--- src/rtl/core/lei_pkg.sv ---
package lei_pkg;

  typedef enum logic [2:0] {
    ST_OK       = 3'd0,
    ST_NULL     = 3'd1,
    ST_EOF      = 3'd2,
    ST_NODATA   = 3'd3,
    ST_OVERFLOW = 3'd4
  } status_t;

  localparam logic [7:0] PFX_NULL = 8'hFB;
  localparam logic [7:0] PFX_LEN2 = 8'hFC;
  localparam logic [7:0] PFX_LEN3 = 8'hFD;
  localparam logic [7:0] PFX_LEN8 = 8'hFE;
  localparam logic [7:0] PFX_EOF  = 8'hFF;

  localparam logic [3:0] LEN2 = 4'd2;
  localparam logic [3:0] LEN3 = 4'd3;
  localparam logic [3:0] LEN8 = 4'd8;

  typedef struct packed {
    logic [7:0] data_byte;
    logic       buffer_end;
  } in_item_t;

  typedef struct packed {
    logic [63:0] value;
    status_t     status;
  } result_t;

  typedef struct packed {
    logic    emit;
    result_t res;
  } core_out_t;

endpackage

--- src/rtl/core/lei_in_stage.sv ---
module lei_in_stage (
  input  logic              clk,
  input  logic              rst,
  input  logic              in_valid,
  output logic              in_stall,
  input  logic [7:0]        data_byte,
  input  logic              buffer_end,
  input  logic              go,
  output logic              s1_valid,
  output lei_pkg::in_item_t s1_item
);
  import lei_pkg::*;

  logic accept;

  assign in_stall = s1_valid && !go;
  assign accept   = in_valid && !in_stall;

  always_ff @(posedge clk) begin
    if (rst) begin
      s1_valid <= 1'b0;
    end else if (accept) begin
      s1_valid <= 1'b1;
    end else if (go) begin
      s1_valid <= 1'b0;
    end
  end

  always_ff @(posedge clk) begin
    if (accept) begin
      s1_item.data_byte  <= data_byte;
      s1_item.buffer_end <= buffer_end;
    end
  end

endmodule

--- src/rtl/core/lei_core.sv ---
module lei_core (
  input  logic               clk,
  input  logic               rst,
  input  logic               go,
  input  lei_pkg::in_item_t  item,
  input  logic               wide_mode,
  output lei_pkg::core_out_t cout
);
  import lei_pkg::*;

  logic [3:0]  bytes_needed;
  logic [3:0]  bytes_taken;
  logic [63:0] accumulator;
  logic [3:0]  bytes_needed_next;
  logic [3:0]  bytes_taken_next;
  logic [63:0] accumulator_next;
  logic [63:0] acc_merged;
  logic [3:0]  taken_inc;

  always_comb begin
    acc_merged = accumulator;
    for (int i = 0; i < 8; i++) begin
      if (bytes_taken[2:0] == 3'(i)) begin
        acc_merged[i*8 +: 8] = accumulator[i*8 +: 8] | item.data_byte;
      end
    end
  end

  assign taken_inc = bytes_taken + 4'd1;

  always_comb begin
    bytes_needed_next = bytes_needed;
    bytes_taken_next  = bytes_taken;
    accumulator_next  = accumulator;
    cout.emit         = 1'b0;
    cout.res.value    = '0;
    cout.res.status   = ST_OK;
    if (bytes_needed == 4'd0) begin
      priority if (item.data_byte < PFX_NULL) begin
        cout.emit      = 1'b1;
        cout.res.value = {56'd0, item.data_byte};
      end else if (item.data_byte == PFX_NULL) begin
        cout.emit       = 1'b1;
        cout.res.status = ST_NULL;
      end else if (item.data_byte == PFX_EOF) begin
        cout.emit       = 1'b1;
        cout.res.status = ST_EOF;
      end else begin
        priority if (item.data_byte == PFX_LEN2) begin
          bytes_needed_next = LEN2;
        end else if (item.data_byte == PFX_LEN3) begin
          bytes_needed_next = LEN3;
        end else begin
          bytes_needed_next = LEN8;
        end
        bytes_taken_next = 4'd0;
        accumulator_next = '0;
        if (item.buffer_end) begin
          bytes_needed_next = 4'd0;
          cout.emit         = 1'b1;
          cout.res.status   = ST_NODATA;
        end
      end
    end else begin
      accumulator_next = acc_merged;
      bytes_taken_next = taken_inc;
      if (taken_inc >= bytes_needed) begin
        bytes_needed_next = 4'd0;
        bytes_taken_next  = 4'd0;
        accumulator_next  = '0;
        cout.emit         = 1'b1;
        if (wide_mode) begin
          cout.res.value = acc_merged;
        end else begin
          cout.res.value = {32'd0, acc_merged[31:0]};
          if (acc_merged[63:32] != 32'd0) begin
            cout.res.status = ST_OVERFLOW;
          end
        end
      end else if (item.buffer_end) begin
        bytes_needed_next = 4'd0;
        bytes_taken_next  = 4'd0;
        accumulator_next  = '0;
        cout.emit         = 1'b1;
        cout.res.status   = ST_NODATA;
      end
    end
  end

  always_ff @(posedge clk) begin
    if (rst) begin
      bytes_needed <= '0;
      bytes_taken  <= '0;
      accumulator  <= '0;
    end else if (go) begin
      bytes_needed <= bytes_needed_next;
      bytes_taken  <= bytes_taken_next;
      accumulator  <= accumulator_next;
    end
  end

endmodule

--- src/rtl/core/lei_out_stage.sv ---
module lei_out_stage (
  input  logic               clk,
  input  logic               rst,
  input  logic               s1_valid,
  input  lei_pkg::core_out_t cout,
  output logic               go,
  output logic               out_valid,
  input  logic               out_stall,
  output logic [63:0]        value,
  output logic [2:0]         status
);
  import lei_pkg::*;

  logic    load;
  result_t res;

  assign go     = s1_valid && (!out_valid || !out_stall);
  assign load   = go && cout.emit;
  assign value  = res.value;
  assign status = res.status;

  always_ff @(posedge clk) begin
    if (rst) begin
      out_valid <= 1'b0;
    end else if (load) begin
      out_valid <= 1'b1;
    end else if (!out_stall) begin
      out_valid <= 1'b0;
    end
  end

  always_ff @(posedge clk) begin
    if (load) begin
      res <= cout.res;
    end
  end

endmodule

--- src/rtl/core/length_encoded_int_decoder.sv ---
// A result passes the input register (which holds its byte) and then the result register before it is valid.
// Throughput: one byte per cycle; while a result waits on stall one more byte is taken,
// then the input stalls until the result is accepted.
// Bytes that complete no field give no result; they are still consumed from the input register.
// Reset (rst, synchronous, active high): decoder idle, both stages empty, wide_mode = 1.
module length_encoded_int_decoder (
  input  logic        clk,
  input  logic        rst,
  input  logic        in_valid,
  output logic        in_stall,
  input  logic [7:0]  data_byte,
  input  logic        buffer_end,
  output logic        out_valid,
  input  logic        out_stall,
  output logic [63:0] value,
  output logic [2:0]  status,
  input  logic        cfg_valid,
  output logic        cfg_ready,
  input  logic        cfg_wide_mode
);
  import lei_pkg::*;

  logic      wide_mode;
  logic      go;
  logic      s1_valid;
  in_item_t  s1_item;
  core_out_t cout;

  assign cfg_ready = 1'b1;

  always_ff @(posedge clk) begin
    if (rst) begin
      wide_mode <= 1'b1;
    end else if (cfg_valid && cfg_ready) begin
      wide_mode <= cfg_wide_mode;
    end
  end

  lei_in_stage u_in (
    .clk        (clk),
    .rst        (rst),
    .in_valid   (in_valid),
    .in_stall   (in_stall),
    .data_byte  (data_byte),
    .buffer_end (buffer_end),
    .go         (go),
    .s1_valid   (s1_valid),
    .s1_item    (s1_item)
  );

  lei_core u_core (
    .clk       (clk),
    .rst       (rst),
    .go        (go),
    .item      (s1_item),
    .wide_mode (wide_mode),
    .cout      (cout)
  );

  lei_out_stage u_out (
    .clk       (clk),
    .rst       (rst),
    .s1_valid  (s1_valid),
    .cout      (cout),
    .go        (go),
    .out_valid (out_valid),
    .out_stall (out_stall),
    .value     (value),
    .status    (status)
  );

endmodule

--- config.mk ---
export PLATFORM = sky130hd
export DESIGN_NAME = length_encoded_int_decoder
export DESIGN_NICKNAME = d
export VERILOG_FILES = /design/src/rtl/core/lei_pkg.sv /design/src/rtl/core/lei_in_stage.sv /design/src/rtl/core/lei_core.sv /design/src/rtl/core/lei_out_stage.sv /design/src/rtl/core/length_encoded_int_decoder.sv
export SDC_FILE = /design/constraint.sdc
export NUM_CORES = 1
export LEC_CHECK = 0
export BUFFER_PORTS_ARGS = -buffer_cell sky130_fd_sc_hd__buf_2
export CAP_MARGIN = 20
export CORE_AREA = 2 2 123 125
export CTS_BUF_LIST = sky130_fd_sc_hd__clkbuf_4
export CTS_CLUSTER_DIAMETER = 60
export DETAILED_ROUTE_END_ITERATION = 16
export DIE_AREA = 0 0 125 127
export PLACE_DENSITY = 0.58
export SLEW_MARGIN = 20
export SYNTH_ARGS = -nofsm -noshare
export SYNTH_HDL_FRONTEND = slang
export SYNTH_HIERARCHICAL = 1
export SYNTH_SLANG_ARGS = --single-unit
export TNS_END_PERCENT = 10
--- constraint.sdc ---
create_clock -name clk -period 12.6 [get_ports clk]
set_input_delay 2.52 -clock clk [delete_from_list [all_inputs] [get_ports clk]]
set_output_delay 2.52 -clock clk [all_outputs]
set_load 0.005 [all_outputs]
==> impl_metrics.py <==
metrics = {
    "run_status": {
        "status": "complete, no violations",
    },
    "placement": {
        "dpl.hpwl_um": 9620,
        "gp_congestion": 0.861,
        "placed_area_mm2": 0.00647,
        "place_ws_ps": 6710,
        "port_buffers": 83,
    },
    "synthesis": {
        "yosys-mux-area-fraction": 0.00167,
        "syn_area_per_cell_um2": 10.6,
        "synth_compound_area_frac": 0.154,
        "synth.ff_latch_count": 150,
        "synth-xor-area-share": 0.00146,
        "synth_top_flop_cell": "edfxtp_1",
        "synth_edf_count": 76,
        "async_flop_share": 0,
        "ys_seq_area_frac": 0.628,
        "synthAdderAreaFrac": 0.0188,
        "synth_area_leaders": "edfxtp_1 (38%), dfxtp_1 (25%), a21oi_1 (11%)",
        "yosysMostFrequentCell": "a21oi_1",
        "synthSimpleGateAreaFrac": 0.156,
        "ys_types": 46,
        "synth_top_area_frac": 0.381,
        "synth_common_cells": "a21oi_1 (126), nor2_1 (115), edfxtp_1 (76)",
        "synth_area_mm2": 0.00599,
        "synth_top_family_by_area": "simple AND/OR/NAND/NOR gates",
        "synth_top_area_cell": "edfxtp_1",
        "netlist_instances": 567,
        "ys_warn_count": 6,
        "synth_fp_nets": 591,
    },
    "floorplan": {
        "die_w_um": 125,
        "start_util": 0.416,
        "pin_count": 85,
        "dieArea_mm2": 0.0159,
        "core_mm2": 0.0144,
        "row_count": 44,
        "die_y_um": 127,
    },
    "pwr": {
        "power_mw": 0.888,
        "power.density_mw_per_mm2": 131,
        "switching_power_mw": 0.207,
        "ir_drop_mv": 0.0733,
        "p_int_mw": 0.681,
        "combPwrFrac": 0.048,
        "cellLeakagePower_nw": 2.41,
        "clock_power_share": 0.347,
        "netSwitchingFraction": 0.233,
        "pwr-share-seq": 0.605,
    },
    "sta": {
        "slew_headroom": 0.317,
        "finalSetupViolCount": 0,
        "finalCriticalPeriod_ps": 5900,
        "tightest_slew_ps": 1020,
        "fin_ws_ps": 6700,
        "fmaxAchievable_mhz": 170,
        "tns_ps": 0,
        "period_share": 0.468,
        "hold_viol_final": 0,
        "rsz0062_at_grt": "no",
        "finalClockSkew_ps": 13.2,
        "finalMaxSlewViolations": 0,
    },
    "finish": {
        "multi_input_area_mm2": 0.00201,
        "drive_gt1_frac": 0.212,
        "n_antenna_cell": 0,
        "register_area_mm2": 0.00376,
        "fillers": 1404,
        "syn_to_final_growth_pct": 12.9,
        "final_net_count": 654,
        "final_cell_area_mm2": 0.00677,
    },
    "clock_tree": {
        "clockRootBuffer": "clkbuf_4",
        "cts_buffers": 17,
        "cts.sinks": 150,
        "h-tree-depth": 4,
        "ctsResizeCount": 0,
        "cts.reportedPaths.clkPinSlew_ps": 120,
        "hold_buffers": 0,
        "cts_buffer_depth": 2,
        "cts_tree": "yes",
        "clkLatencyLatePin_ps": 550,
        "cts_setup_buffers": 0,
    },
    "critical_path": {
        "crit_start": "out_stall",
        "arrival_ps": 3380,
        "r2r_start": "u_core/bytes_taken[0]",
        "setup.worst_path.end_class": "primary output",
        "cp.required_ps": 10080,
        "worstSetupStartpointType": "input port",
        "worstPathMaxFanout": 13,
        "critPathKind": "in2out",
    },
    "detailed_routing": {
        "drtPass1Iterations": 5,
        "vias_per_cell": 5.37,
        "vias": 4440,
        "first_iter_violations": 420,
        "routed_wl_um": 14800,
        "wl_per_cell_um": 17.9,
        "drt.antenna.violating_nets": 0,
        "drc": 0,
    },
    "global_route": {
        "grt_pass1_wl_um": 23400,
        "antenna_found_initial": 0,
        "grt.total_usage": 0.192,
        "grt_pass1_vias": 4427,
        "overflow": 0,
        "grt_max_degree": 65,
    },
    "worst_hold_path": {
        "hp-start": "u_core/accumulator[16]",
        "min_path_type": "reg2reg",
    },
    "run": {
        "max_cap_violations": 0,
    },
}
-- layout make-up --
cell class                 instances  area share
clock buffer                      19      0.0211
clock inverter                    13      0.0229
inverter                           8     0.00444
multi-input combinational        367       0.297
sequential                       150       0.556
tap                              184      0.0340
timing repair buffer              86      0.0647
-- metal layers --
metal  share of wire  global-route usage  vias up
li1                -                   -     2127
met1            0.42               0.233     2116
met2            0.48               0.315      168
met3           0.071              0.0607       29
met4           0.025              0.0850        0
met5               0                   0        -
-- worst paths after layout --
check | end | slack [ps] | depth (start not counted)
setup / recovery | in_stall | 6700 | 5
hold / removal | u_core/accumulator[16] | 490 | 2
setup reg to reg | u_out/value[25] | 8940 | 10
hold reg to reg | u_core/accumulator[16] | 490 | 2
-- through the flow --
stage | hold WS (ps) | util | instances
after floorplan | 437 | - | 567
after global placement | 448 | 0.448 | 795
after detailed placement | 451 | 0.449 | 795
after CTS | 481 | 0.469 | 827
after global routing | 504 | 0.469 | 827
final | 485 | 0.469 | 827
-- kinds of logic (layout without fill, tap and decap cells) --
| kind of cell | after synthesis | count (layout) |
|---|---|---|
| simple gates | 198 | 198 |
| compound gates | 157 | 157 |
| buf+inv | 50 | 126 |
| fa+ha+maj | 9 | 9 |
| flops | 150 | 150 |
| mux | 1 | 1 |
| other cells | 1 | 1 |
| xor+xnor | 1 | 1 |
-- placed cells by master (no fill, tap or decap), types with 2 or more instances in the layout --
master | Yosys | routed
clkinvlp_4 | 0 | 3
nand2_1 | 14 | 14
bufinv_16 | 0 | 3
o32ai_1 | 2 | 2
o31ai_1 | 4 | 4
inv_1 | 8 | 8
o21ai_0 | 3 | 3
nand2b_4 | 2 | 2
nor3_1 | 3 | 3
a22o_1 | 5 | 5
clkbuf_4 | 0 | 19
nor2_1 | 115 | 115
buf_2 | 0 | 83
nand4_1 | 5 | 5
and2_1 | 13 | 13
nand3_1 | 9 | 8
a32o_1 | 3 | 3
edfxtp_1 | 76 | 76
nor2_2 | 11 | 11
nor2b_1 | 12 | 12
nor4_1 | 8 | 8
dfxtp_1 | 74 | 74
ha_1 | 9 | 9
inv_6 | 0 | 2
o31a_1 | 2 | 2
clkinv_1 | 0 | 3
buf_4 | 1 | 3
a21oi_1 | 126 | 125
-- power groups by stage --
| stage | registers (mW) | clock network (mW) | logic [mW] |
|---|---|---|---|
| 6_report | 0.538 | 0.308 | 0.0426 |
| 5_1_grt | 0.539 | 0.336 | 0.0463 |
| 4_1_cts | 0.538 | 0.317 | 0.0432 |
| 3_5_place_dp | 0.549 | 0 | 0.0430 |
| 3_3_place_gp | 0.548 | 0 | 0.0420 |
| 2_1_floorplan | 0.545 | 0 | 0.0246 |
-- flip-flops by register name (all words and copies together) (netlist names) --
name,flops
u_in/s1_item,9
u_core/bytes_taken,4
u_core/accumulator,64
u_out/status,3
u_out/value,64
u_in/s1_valid,1
wide_mode,1
u_out/out_valid,1
u_core/bytes_needed,3
-- worst max-delay path, stage by stage --
cell     delay (ps)
buf_2           120
nand2_1          80
and2_1          440
nor2b_4          80
buf_2           140
No activity file was read; power rests on OpenSTA's default activity.
